[src/rtl/b64se_pkg.sv]
// package for the base64 stream encoder
// holds the character table function, the phase type and the job word between front and back
// no dependencies
package b64se_pkg;

   localparam int CharWidth = 7;
   localparam int JobChars  = 4;
   localparam int QueueDepth = 2;

   localparam logic [CharWidth-1:0] PadChar = 7'h3D;

   typedef enum logic [1:0] {
      PHASE_0 = 2'd0,
      PHASE_1 = 2'd1,
      PHASE_2 = 2'd2
   } phase_type;

   typedef struct packed {
      logic [JobChars-1:0][CharWidth-1:0] chars;
      logic [1:0]                         last_idx;
      logic                               msg_last;
   } job_type;

   function automatic logic [CharWidth-1:0] sym(input logic [5:0] idx);
      logic [CharWidth-1:0] ch;
      if (idx < 6'd26) begin
         ch = 7'h41 + {1'b0, idx};
      end else if (idx < 6'd52) begin
         ch = 7'h61 + {1'b0, idx - 6'd26};
      end else if (idx < 6'd62) begin
         ch = 7'h30 + {1'b0, idx - 6'd52};
      end else if (idx == 6'd62) begin
         ch = 7'h2B;
      end else begin
         ch = 7'h2F;
      end
      return ch;
   endfunction

endpackage

[src/rtl/b64se_front.sv]
// front part of the base64 stream encoder: group phase and leftover bits,
// turns each accepted byte into a job of one to four characters
// depends on b64se_pkg
module b64se_front (
   input  logic              clock,
   input  logic              reset,
   input  logic              accept,
   input  logic [7:0]        data_byte,
   input  logic              final_byte,
   output b64se_pkg::job_type job
);

   b64se_pkg::phase_type phase_ff, phase_in;
   logic [3:0]           left_ff, left_in;

   always_comb begin
      job       = '0;
      phase_in  = phase_ff;
      left_in   = left_ff;
      job.msg_last = final_byte;
      unique case (phase_ff)
         b64se_pkg::PHASE_1: begin
            job.chars[0] = b64se_pkg::sym({left_ff[1:0], data_byte[7:4]});
            if (final_byte) begin
               job.chars[1] = b64se_pkg::sym({data_byte[3:0], 2'b00});
               job.chars[2] = b64se_pkg::PadChar;
               job.last_idx = 2'd2;
               phase_in     = b64se_pkg::PHASE_0;
               left_in      = 4'd0;
            end else begin
               job.last_idx = 2'd0;
               phase_in     = b64se_pkg::PHASE_2;
               left_in      = data_byte[3:0];
            end
         end
         b64se_pkg::PHASE_2: begin
            job.chars[0] = b64se_pkg::sym({left_ff, data_byte[7:6]});
            job.chars[1] = b64se_pkg::sym(data_byte[5:0]);
            job.last_idx = 2'd1;
            phase_in     = b64se_pkg::PHASE_0;
            left_in      = 4'd0;
         end
         default: begin
            job.chars[0] = b64se_pkg::sym(data_byte[7:2]);
            if (final_byte) begin
               job.chars[1] = b64se_pkg::sym({data_byte[1:0], 4'b0000});
               job.chars[2] = b64se_pkg::PadChar;
               job.chars[3] = b64se_pkg::PadChar;
               job.last_idx = 2'd3;
               phase_in     = b64se_pkg::PHASE_0;
               left_in      = 4'd0;
            end else begin
               job.last_idx = 2'd0;
               phase_in     = b64se_pkg::PHASE_1;
               left_in      = {2'b00, data_byte[1:0]};
            end
         end
      endcase
   end

   always_ff @(posedge clock) begin
      if (reset) begin
         phase_ff <= b64se_pkg::PHASE_0;
         left_ff  <= 4'd0;
      end else if (accept) begin
         phase_ff <= phase_in;
         left_ff  <= left_in;
      end
   end

endmodule

[src/rtl/b64se_queue.sv]
// short job queue between front and back of the base64 stream encoder
// depends on b64se_pkg
module b64se_queue (
   input  logic              clock,
   input  logic              reset,
   input  logic              wr_en,
   input  b64se_pkg::job_type wr_job,
   output logic              full,
   input  logic              rd_en,
   output logic              rd_valid,
   output b64se_pkg::job_type rd_job
);

   localparam int PtrWidth = $clog2(b64se_pkg::QueueDepth);
   localparam int CntWidth = $clog2(b64se_pkg::QueueDepth + 1);

   b64se_pkg::job_type         mem [b64se_pkg::QueueDepth];
   logic [PtrWidth-1:0]        wr_ptr_ff, rd_ptr_ff;
   logic [CntWidth-1:0]        count_ff, count_in;

   assign full     = (count_ff == CntWidth'(b64se_pkg::QueueDepth));
   assign rd_valid = (count_ff != '0);
   assign rd_job   = mem[rd_ptr_ff];

   always_comb begin
      count_in = count_ff;
      if (wr_en && !rd_en) begin
         count_in = count_ff + 1'b1;
      end else if (!wr_en && rd_en) begin
         count_in = count_ff - 1'b1;
      end
   end

   always_ff @(posedge clock) begin
      if (wr_en) begin
         mem[wr_ptr_ff] <= wr_job;
      end
   end

   always_ff @(posedge clock) begin
      if (reset) begin
         wr_ptr_ff <= '0;
         rd_ptr_ff <= '0;
         count_ff  <= '0;
      end else begin
         count_ff <= count_in;
         if (wr_en) begin
            wr_ptr_ff <= (wr_ptr_ff == PtrWidth'(b64se_pkg::QueueDepth - 1)) ? '0
                                                                            : wr_ptr_ff + 1'b1;
         end
         if (rd_en) begin
            rd_ptr_ff <= (rd_ptr_ff == PtrWidth'(b64se_pkg::QueueDepth - 1)) ? '0
                                                                            : rd_ptr_ff + 1'b1;
         end
      end
   end

endmodule

[src/rtl/b64se_back.sv]
// back part of the base64 stream encoder: steps through the characters
// of the head job into the result register, one per cycle while it is
// free or popped; depends on b64se_pkg
module b64se_back (
   input  logic                              clock,
   input  logic                              reset,
   input  logic                              job_valid,
   input  b64se_pkg::job_type                job,
   output logic                              job_done,
   output logic                              empty,
   input  logic                              pop,
   output logic [b64se_pkg::CharWidth-1:0]   code_char,
   output logic                              run_end,
   output logic                              message_end
);

   logic [1:0]                        sel_ff, sel_in;
   logic                              valid_ff, valid_in;
   logic [b64se_pkg::CharWidth-1:0]   char_ff;
   logic                              run_end_ff, msg_end_ff;
   logic                              load, at_last;

   assign at_last  = (sel_ff == job.last_idx);
   assign load     = job_valid && (!valid_ff || pop);
   assign job_done = load && at_last;

   always_comb begin
      sel_in   = sel_ff;
      valid_in = valid_ff;
      if (load) begin
         valid_in = 1'b1;
         sel_in   = at_last ? 2'd0 : sel_ff + 2'd1;
      end else if (pop) begin
         valid_in = 1'b0;
      end
   end

   always_ff @(posedge clock) begin
      if (reset) begin
         sel_ff   <= 2'd0;
         valid_ff <= 1'b0;
      end else begin
         sel_ff   <= sel_in;
         valid_ff <= valid_in;
      end
   end

   always_ff @(posedge clock) begin
      if (load) begin
         char_ff    <= job.chars[sel_ff];
         run_end_ff <= at_last;
         msg_end_ff <= at_last && job.msg_last;
      end
   end

   assign empty       = !valid_ff;
   assign code_char   = char_ff;
   assign run_end     = run_end_ff;
   assign message_end = msg_end_ff;

endmodule

[src/rtl/base64_stream_encoder.sv]
// Base64 stream encoder, standard alphabet with '=' padding. Bytes enter one
// per word; the final byte of a message closes it with any partial character
// and padding. Output is one character per cycle from the result register
// while pop keeps it free; a byte yields one to four characters, and the
// character stepper in the back part sets that output pace.
// A two-job queue lets bytes be taken while earlier characters are still
// going out. With the result side idle, the first character of a byte goes
// through the job queue and then the result register to the result ports.
// depends on b64se_pkg, b64se_front, b64se_queue, b64se_back
module base64_stream_encoder (
   input  logic        clock,
   input  logic        reset,
   input  logic        push,
   output logic        full,
   input  logic [7:0]  req_data_byte,
   input  logic        req_final_byte,
   output logic        empty,
   input  logic        pop,
   output logic [6:0]  rsp_code_char,
   output logic        rsp_run_end,
   output logic        rsp_message_end
);

   b64se_pkg::job_type new_job, head_job;
   logic               accept, head_valid, head_done;

   assign accept = push && !full;

   b64se_front u_front (
      .clock      (clock),
      .reset      (reset),
      .accept     (accept),
      .data_byte  (req_data_byte),
      .final_byte (req_final_byte),
      .job        (new_job)
   );

   b64se_queue u_queue (
      .clock    (clock),
      .reset    (reset),
      .wr_en    (accept),
      .wr_job   (new_job),
      .full     (full),
      .rd_en    (head_done),
      .rd_valid (head_valid),
      .rd_job   (head_job)
   );

   b64se_back u_back (
      .clock       (clock),
      .reset       (reset),
      .job_valid   (head_valid),
      .job         (head_job),
      .job_done    (head_done),
      .empty       (empty),
      .pop         (pop),
      .code_char   (rsp_code_char),
      .run_end     (rsp_run_end),
      .message_end (rsp_message_end)
   );

endmodule

[config.mk]
export PLATFORM = sky130hd
export DESIGN_NAME = base64_stream_encoder
export DESIGN_NICKNAME = d
export VERILOG_FILES = /design/src/rtl/b64se_pkg.sv /design/src/rtl/b64se_front.sv /design/src/rtl/b64se_queue.sv /design/src/rtl/b64se_back.sv /design/src/rtl/base64_stream_encoder.sv
export SDC_FILE = /design/constraint.sdc
export NUM_CORES = 1
export LEC_CHECK = 0
export BUFFER_PORTS_ARGS = -buffer_cell sky130_fd_sc_hd__buf_4
export CORE_AREA = 2 2 97 99
export CTS_CLUSTER_DIAMETER = 100
export DETAILED_ROUTE_END_ITERATION = 10
export DIE_AREA = 0 0 99 101
export PLACE_DENSITY = 0.71
export SLEW_MARGIN = 20
export SYNTH_ARGS = -nofsm -noshare
export SYNTH_HDL_FRONTEND = slang
export SYNTH_SLANG_ARGS = --single-unit
[constraint.sdc]
create_clock -name clock -period 3.5 [get_ports clock]
set_clock_uncertainty 0.1 [all_clocks]
set_input_delay 0.7 -clock clock [delete_from_list [all_inputs] [get_ports clock]]
set_output_delay 0.7 -clock clock [all_outputs]
set_load 0.03 [all_outputs]
* Yosys cells after proc, flatten, opt, wreduce, memory -nomap -nowiden
Memory sizes are Yosys's and may differ from the RTL's. A register that Yosys moved wholly into a read port is not among the register bits. Index checks and enable logic that the tools add are counted. Widths: inputs -> output; s select.
Operators by class: multiplexer cells 48, $lt $le $gt $ge 19, add/subtract/negate cells 35, equal/unequal tests 8, reduce and logical (&&, ||, !) cells 15
Operator list (number):
- $mux 7 | 19
- $add 7x6->7 const A | 12
- $lt 6x6->1 const B | 12
- $add 6x6->7 const A | 6
- $lt 6x5->1 const B | 6
- $sub 6x5->6 const B | 6
- $sub 6x6->6 const B | 6
- $pmux 16 s2 | 1
- $eq 6x6->1 const B | 4
- $mux 20 | 1
- $bmux 7 s2 | 1
- $mux 2 | 7
- $pmux 7 s2 | 1
- $mux 13 | 1
- $mux 3 | 4
- $mux 1 | 9
- $pmux 4 s2 | 1
- $logic_and 1x1->1 | 6
- $mux 6 | 1
- $reduce_bool 2->1 | 3
- $add 2x1->2 const B | 2
- $eq 2x2->1 const B | 2
- $logic_not 1->1 | 4
- $mux 4 | 1
- 8 further kinds | 9
Word-level totals: memories 1, register bits after elaboration 22, bits of input ports 13, bits in writable memories 60, logic and storage cells 136, output and inout port bits 11
Memories:
- u_queue.mem | words 2, bits a word 30, rd ports 1, clocked after Yosys merged registers in 1, write ports 1, line b64se_queue.sv:17 | b64se_pkg::job_type mem [b64se_pkg::QueueDepth];

* Longest topological paths before layout
Gate-level depths: netlist of run 1.
word-level depth 7, mapped depth 11, mapped depth without buffers 10

* Modules after synthesis
Synthesis of run 1 repeated with hierarchy kept, for this count alone.
Unflattened totals: cells, all modules 546, area total of the unflattened synthesis 5806.8 um2
Modules (own cells, without submodules):
- b64se_front | area each 2705.1 um2, instances 1, sequential area each 120.1 um2, cells each 386
- b64se_queue | area each 2436.1 um2, instances 1, sequential area each 1961.9 um2, cells each 118
- b64se_back | area each 651.9 um2, instances 1, sequential area each 330.3 um2, cells each 41
- base64_stream_encoder | area each 13.8 um2, instances 1, sequential area each 0.0 um2, cells each 1

* Least setup slack after synthesis of run 1
No wires, ideal clock.
path kind input to register, from input port req_data_byte[2], to memory u_queue.mem[0][12] (netlist name), data pin, setup slack 0.900 ns, buffers on the path 1, cell stages on the path 9, data arrival time 2.240 ns, data required time 3.140 ns, setup time 0.260 ns, cell sequence buf_2 inv_1 ha_1 a21o_1 a21o_1 and2_1 a21oi_1 o221ai_1 a22o_1
RTL lines:
- from (decl) | line base64_stream_encoder.sv:15 | input logic [7:0] req_data_byte,
- to (decl) | line b64se_queue.sv:17

==> results by group, run 1 <==
Min path
  • Class of the worst hold path: flip-flop to flip-flop

Yosys
  • Syn nets: 555
  • Yosys top cell area share: 0.284
  • Cells after Synth: 499
  • Synth Warn #: 0
  • Synth cell types: 65
  • EDFF count, synth: 45
  • Share of synthesized registers carrying an async set or reset: 0
  • Mapped Area: 4760 sq um
  • Mean Syn Cell Area: 9.54 sq um
  • Synth Register Bits: 59
  • Synth area leaders: edfxtp_1 28%, ha_1 11%, dfxtp_1 5.9%
  • Register area share after synthesis: 0.343
  • Synth area leader: edfxtp_1
  • Top_reg_cell synth: edfxtp_1

CTS
  • H-tree depth: 3
  • Cts-stage hold buffer count: 0
  • Clock sinks: 59
  • CTS root buf: clkbuf_8
  • Clock tree from TritonCTS: done
  • Max Buffers Root-to-Sink: 2
  • Post-CTS Setup Inserts: 0
  • Worst skew pair latency: 330 ps
  • Total CTS buffers: 9
  • Post-CTS sizing: 0
  • Clk slew on worst S/H paths: 70 ps

Setup path
  • CP required: 3420 ps
  • Setup CP Type: flip-flop to flip-flop
  • Worst EP arrival: 2900 ps
  • CP max-delay cell: dfxtp_1
  • Worst Path Max Fanout: 14
  • Crit-path leading delay family: compound AO/OA/AOI/OAI gates
  • Crit path largest cell delay: 680 ps
  • CP Cell Sequence: inv_1 > ha_1 > a21o_1 > a21oi_2 > a211oi_1 > a21o_1 > a221oi_1 > a21oi_1
  • CP Capture Type: flip-flop
  • Crit path buf inv count: 1
  • Critical Path Source Type: flip-flop
  • CP dominant cell by count: a21o_1

Global routing
  • GR Overflow Total: 0
  • Global-route wire length before repair: 17,800 um
  • Initial antenna violation count: 0
  • GRT Util Overall: 0.222
  • Pin count of the biggest net entering global routing: 26
  • Number of global-route vias before repair: 3,491

Status
  • Outcome: completed

Layout
  • # diodes: 0
  • # nets final: 567
  • Share of layout cells above drive strength 1: 0.132
  • Area growth syn-to-layout: 7.97%
  • Fillcell total: 787

Timing
  • Fmax: 335 MHz
  • Final Hold Slack: 397 ps
  • Relative slew slack: 0.513
  • RSZ-0062 raised after global routing: false
  • Period utilisation layout: 0.853
  • Actual slew at the worst max-slew pin: 731 ps
  • Hold Fails Final Rpt: 0
  • Sum Neg Setup Slack: 0 ps
  • Slew Limit Fails: 0
  • Final min period: 2980 ps
  • Final setup viols: 0

Detailed routing
  • Final wirelength: 10,800 um
  • Vias: 3,787
  • DR pass1 iterations: 5
  • WL/cell: 17.2 um
  • Drt initial violations: 381
  • Residual DRC count: 0
  • Post-DRT Antenna Nets: 0
  • DR vias/cell: 6.04

Pwr
  • P_int: 1.67 mW
  • Pwr dens: 510 nW/um^2
  • Leakage Power: 1.93 nW
  • Clk pwr share: 0.211
  • Logic gate share of total power: 0.382
  • Psw: 0.951 mW
  • Switching part of the total: 0.362
  • Tot Pwr: 2.62 mW
  • Sequential share of power: 0.407
  • Worst VDD drop: 0.244 mV

Placement
  • Placer congestion estimate: 0.905
  • IO Port Bufs: 23
  • DP Wirelength: 7960 um

Floorplan
  • Starting Density: 0.530
  • Core ar.: 8980 sq um
  • Io pins: 24
  • Die Y: 101 um
  • Die area: 10000 sq um
  • # rows: 35
  • Die Width: 99 um

Run
  • Max Cap Viol: 0
==> metrics by stage <==
step           cell area, sq um   util  std cells  setup slack [ps]
3_3_place_gp               4960  0.552        611               476
5_1_grt                    5140  0.572        627               410
3_5_place_dp               4960  0.552        611               432
4_1_cts                    5140  0.572        627               576
6_report                   5140  0.572        627               516
2_1_floorplan              4760      -        499               900
==> flip-flops by register name, indices dropped and copies added (netlist names), named ones only <==
register	flops
u_front.phase_ff	2
u_front.left_ff	4
u_queue.count_ff	2
u_queue.mem	36
u_back.message_end	1
u_queue.wr_ptr_ff	1
u_back.code_char	7
u_back.valid_ff	1
u_back.run_end	1
u_back.sel_ff	2
u_queue.rd_ptr_ff	1
==> power by group through the flow <==
stage | sequential (mW) | clock (mW) | combinational (mW)
6_report | 1.07 | 0.552 | 1.00
5_1_grt | 1.09 | 0.588 | 1.10
4_1_cts | 1.07 | 0.558 | 1.01
3_5_place_dp | 1.08 | 0 | 1.00
3_3_place_gp | 1.08 | 0 | 0.983
2_1_floorplan | 1.14 | 0 | 0.673
==> synth_stat cells, drive strengths merged (4+ instances only) <==
library cell	count
nor2b	14
nor3	8
mux4	7
dfxtp	14
a22oi	4
nand3	11
o21ai	25
a211oi	12
a221oi	5
xor2	16
inv	26
a21oi	41
a22o	4
nand2	36
o311ai	4
buf	20
nand2b	10
xnor2	30
nand3b	4
edfxtp	45
a21o	6
mux2i	7
o31ai	5
clkbuf	8
nor2	43
nand4	5
ha	43
a31oi	8
==> area by class of cell <==
class                   instances  area, sq um  share of cell area
inverters                      26         97.6              0.0190
clock buffers                  11          153              0.0297
flip-flops and latches         59         1630               0.318
repair buffers                 29          218              0.0424
well taps                     111          139              0.0270
clock inverters                 5         25.0             0.00487
multi-input cells             386         2870               0.559
==> worst min-delay path, stage by stage, from the launching register on <==
cell and delay (ps):
dfxtp_1 310, nand2b_1 80, a21oi_1 60
==> layer usage <==
| metal | vias up | GRT usage | share of wire |
|---|---|---|---|
| li1 | 1841 | - | - |
| met1 | 1794 | 0.296 | 0.45 |
| met2 | 127 | 0.366 | 0.48 |
| met3 | 25 | 0.0395 | 0.046 |
| met4 | 0 | 0.0790 | 0.026 |
| met5 | - | 0 | 0 |
==> logic make-up (layout without fill, tap and decap cells) <==
logic type,count (synthesis),count (layout),synth area share
AO/OA/AOI/OAI,135,135,0.191
flip-flops,59,59,0.343
AND/OR/NAND/NOR,147,147,0.161
adder cells (fa/ha/maj),43,43,0.113
XOR/XNOR,46,46,0.0894
buffers and inverters,54,71,0.0531
multiplexers,15,15,0.0502
==> cell usage in the layout, fill, tap and decap left out, types with 3 or more instances in the layout <==
cell,synthesis,final
nand2b_1,10,10
a221oi_1,5,5
nand4_1,5,5
o21ai_1,4,4
a22o_1,4,4
o21ai_0,21,21
nand3b_1,4,4
mux2i_1,7,7
nand2_1,35,35
a22oi_1,4,4
edfxtp_1,45,45
ha_1,43,43
clkinv_2,0,3
a21oi_2,3,3
clkbuf_8,0,9
a31oi_1,8,8
nand3_1,11,11
inv_1,24,24
mux4_2,7,7
dfxtp_1,14,14
a21oi_1,36,36
xnor2_1,29,29
a211oi_1,12,12
buf_4,3,29
xor2_1,14,14
o31ai_1,5,5
nor2_1,42,42
a21o_1,6,6
nor3b_2,3,3
nor3_1,8,8
nor2b_1,13,13
==> path summary, 6_finish.rpt <==
kind / from / end / slack (ps) / cells past startpoint
setup reg to reg: u_front.left_ff[0] / u_queue.mem[0][4] / 520 / 8
hold / removal: u_back.valid_ff / u_back.valid_ff / 400 / 2
setup / recovery: u_front.left_ff[0] / u_queue.mem[0][4] / 520 / 8
hold reg to reg: u_back.valid_ff / u_back.valid_ff / 400 / 2
No activity file was read; power rests on OpenSTA's default activity.
==> inputs of run 2 (changes only) <==
--- a/config.mk
+++ b/config.mk
@@ -6,11 +6,13 @@
 export NUM_CORES = 1
 export LEC_CHECK = 0
 export BUFFER_PORTS_ARGS = -buffer_cell sky130_fd_sc_hd__buf_4
-export CORE_AREA = 2 2 97 99
+export CELL_PAD_IN_SITES_DETAIL_PLACEMENT = 0
+export CELL_PAD_IN_SITES_GLOBAL_PLACEMENT = 1
+export CORE_AREA = 2 2 98 100
 export CTS_CLUSTER_DIAMETER = 100
 export DETAILED_ROUTE_END_ITERATION = 10
-export DIE_AREA = 0 0 99 101
-export PLACE_DENSITY = 0.71
+export DIE_AREA = 0 0 100 102
+export PLACE_DENSITY = 0.86
 export SLEW_MARGIN = 20
 export SYNTH_ARGS = -nofsm -noshare
 export SYNTH_HDL_FRONTEND = slang
==> run 2 against run 1 <==
Effect of this change: first-iteration DRC count shrank 21%; hold slack worse by 1.3 ps; largest cell class unchanged; largest power group unchanged; non-clock buffer count increased by 1; highest routed layer unchanged.
==> results by group, run 2 (synthesis gave the netlist of run 1 again) <==
Pwr
  • Psw: 0.951 mW
  • Switching part of the total: 0.354
  • Pwr dens: 520 nW/um^2
  • Sequential share of power: 0.399
  • Worst VDD drop: 0.254 mV
  • P_int: 1.74 mW
  • Leakage Power: 1.95 nW
  • Logic gate share of total power: 0.377
  • Clk pwr share: 0.224

Layout
  • Most common cell after layout, fill and taps aside: edfxtp_1
  • Largest Register: u_queue.mem
  • Share of layout cells above drive strength 1: 0.133
  • Number of flip-flops in the largest register: 36
  • Area growth syn-to-layout: 8.65%
  • # diodes: 0
  • Most frequent cells in the layout: 45 x edfxtp_1, 43 x ha_1, 42 x nor2_1, 36 x a21oi_1, 35 x nand2_1
  • # nets final: 568

CTS
  • CTS root buf: clkbuf_8
  • H-tree depth: 3
  • Cts-stage hold buffer count: 0
  • Worst skew pair latency: 330 ps
  • Post-CTS Setup Inserts: 0
  • Clock sinks: 59
  • Clk slew on worst S/H paths: 60 ps
  • Clock tree from TritonCTS: done
  • Post-CTS sizing: 0
  • Max Buffers Root-to-Sink: 2
  • Total CTS buffers: 9

Setup path
  • Critical Path Source Type: primary input
  • Worst Path Max Fanout: 17
  • CP Capture Type: flip-flop
  • CP required: 3570 ps
  • Setup CP Type: primary input to flip-flop
  • Crit path largest cell delay: 510 ps
  • CP Cell Sequence: buf_4 > inv_1 > ha_1 > a21oi_4 > o21a_1 > mux2_1 > a21oi_1 > o21ai_1 > nand4b_1
  • CP max-delay cell: o21a_1
  • Crit path buf inv count: 2
  • Crit-path leading delay family: compound AO/OA/AOI/OAI gates
  • Worst EP arrival: 2970 ps

Global routing
  • GRT Util Overall: 0.232
  • Initial antenna violation count: 0
  • Number of global-route vias before repair: 3,593
  • Global-route wire length before repair: 18,700 um
  • Pin count of the biggest net entering global routing: 26
  • GR Overflow Total: 0

Timing
  • RSZ-0062 raised after global routing: false
  • Fmax: 345 MHz
  • Final Hold Slack: 396 ps
  • Hold Fails Final Rpt: 0
  • Relative slew slack: 0.497
  • Final min period: 2900 ps
  • Final setup viols: 0
  • Period utilisation layout: 0.827
  • Actual slew at the worst max-slew pin: 755 ps
  • Sum Neg Setup Slack: 0 ps
  • Slew Limit Fails: 0

Status
  • Outcome: completed

Detailed routing
  • Residual DRC count: 0
  • Vias: 3,804
  • Drt initial violations: 300
  • Post-DRT Antenna Nets: 0
  • Final wirelength: 11,300 um
  • DR pass1 iterations: 5
  • WL/cell: 18.0 um
  • DR vias/cell: 6.06

Run
  • Max Cap Viol: 0

Placement
  • Placer congestion estimate: 0.920
  • IO Port Bufs: 23
  • DP Wirelength: 8510 um

Floorplan
  • Die area: 10,200 sq um
  • Die Width: 100 um
  • # rows: 35
  • Core ar.: 9110 sq um
  • Die Y: 102 um
  • Starting Density: 0.522
  • Io pins: 24

Min path
  • Class of the worst hold path: flip-flop to flip-flop
[run 2: final cells by class]
| type | instances | area [sq um] |
|---|---|---|
| Clock buffer | 15 | 198 |
| Clock inverter | 1 | 5.00 |
| Fill cell | 800 | 3940 |
| Inverter | 26 | 97.6 |
| Multi-Input combinational cell | 386 | 2870 |
| Sequential cell | 59 | 1630 |
| Tap cell | 111 | 139 |
| Timing Repair Buffer | 30 | 225 |
[run 2: path summary, 6_finish.rpt]
check	start	endpoint	cells after the start	slack [ps]
worst max-delay path	req_data_byte[4]	u_queue.mem[0][7]	9	600
worst min-delay path	u_back.valid_ff	u_back.valid_ff	2	400
worst max register to register	u_front.left_ff[1]	u_queue.mem[1][5]	7	800
worst min register to register	u_back.valid_ff	u_back.valid_ff	2	400
[run 2: worst reg2reg max path: stages (launching register included)]
cell and delay, ps:
dfxtp_1 560, ha_1 480, nor2b_1 430, nor2_1 100
a311oi_1 250, a21oi_1 70, a221oi_1 310, a21oi_1 100
[run 2: routing by layer]
| layer | wire [um] | share of wire | track usage | up-vias |
|---|---|---|---|---|
| li1 | - | - | - | 1849 |
| met5 | 0 | 0 | 0 | - |
| met1 | 5040 | 0.45 | 0.310 | 1811 |
| met3 | 507 | 0.045 | 0.0363 | 22 |
| met4 | 248 | 0.022 | 0.0790 | 0 |
| met2 | 5500 | 0.49 | 0.389 | 122 |
[run 2: power by group through the flow]
stage,clock network [mW],registers [mW],logic [mW]
6_report,0.603,1.07,1.01
5_1_grt,0.637,1.09,1.12
4_1_cts,0.615,1.07,1.02
3_5_place_dp,0,1.09,1.01
3_3_place_gp,0,1.08,0.992
2_1_floorplan,0,1.14,0.673
[run 2: stage by stage]
step	area, sq um	setup WS, ps	cells	power [mW]	util
3_3_place_gp	4970	266	612	2.08	0.545
5_1_grt	5170	459	628	2.85	0.568
2_1_floorplan	4760	900	499	1.82	-
3_5_place_dp	4970	285	612	2.10	0.545
6_report	5170	605	628	2.69	0.568
4_1_cts	5170	632	628	2.71	0.568
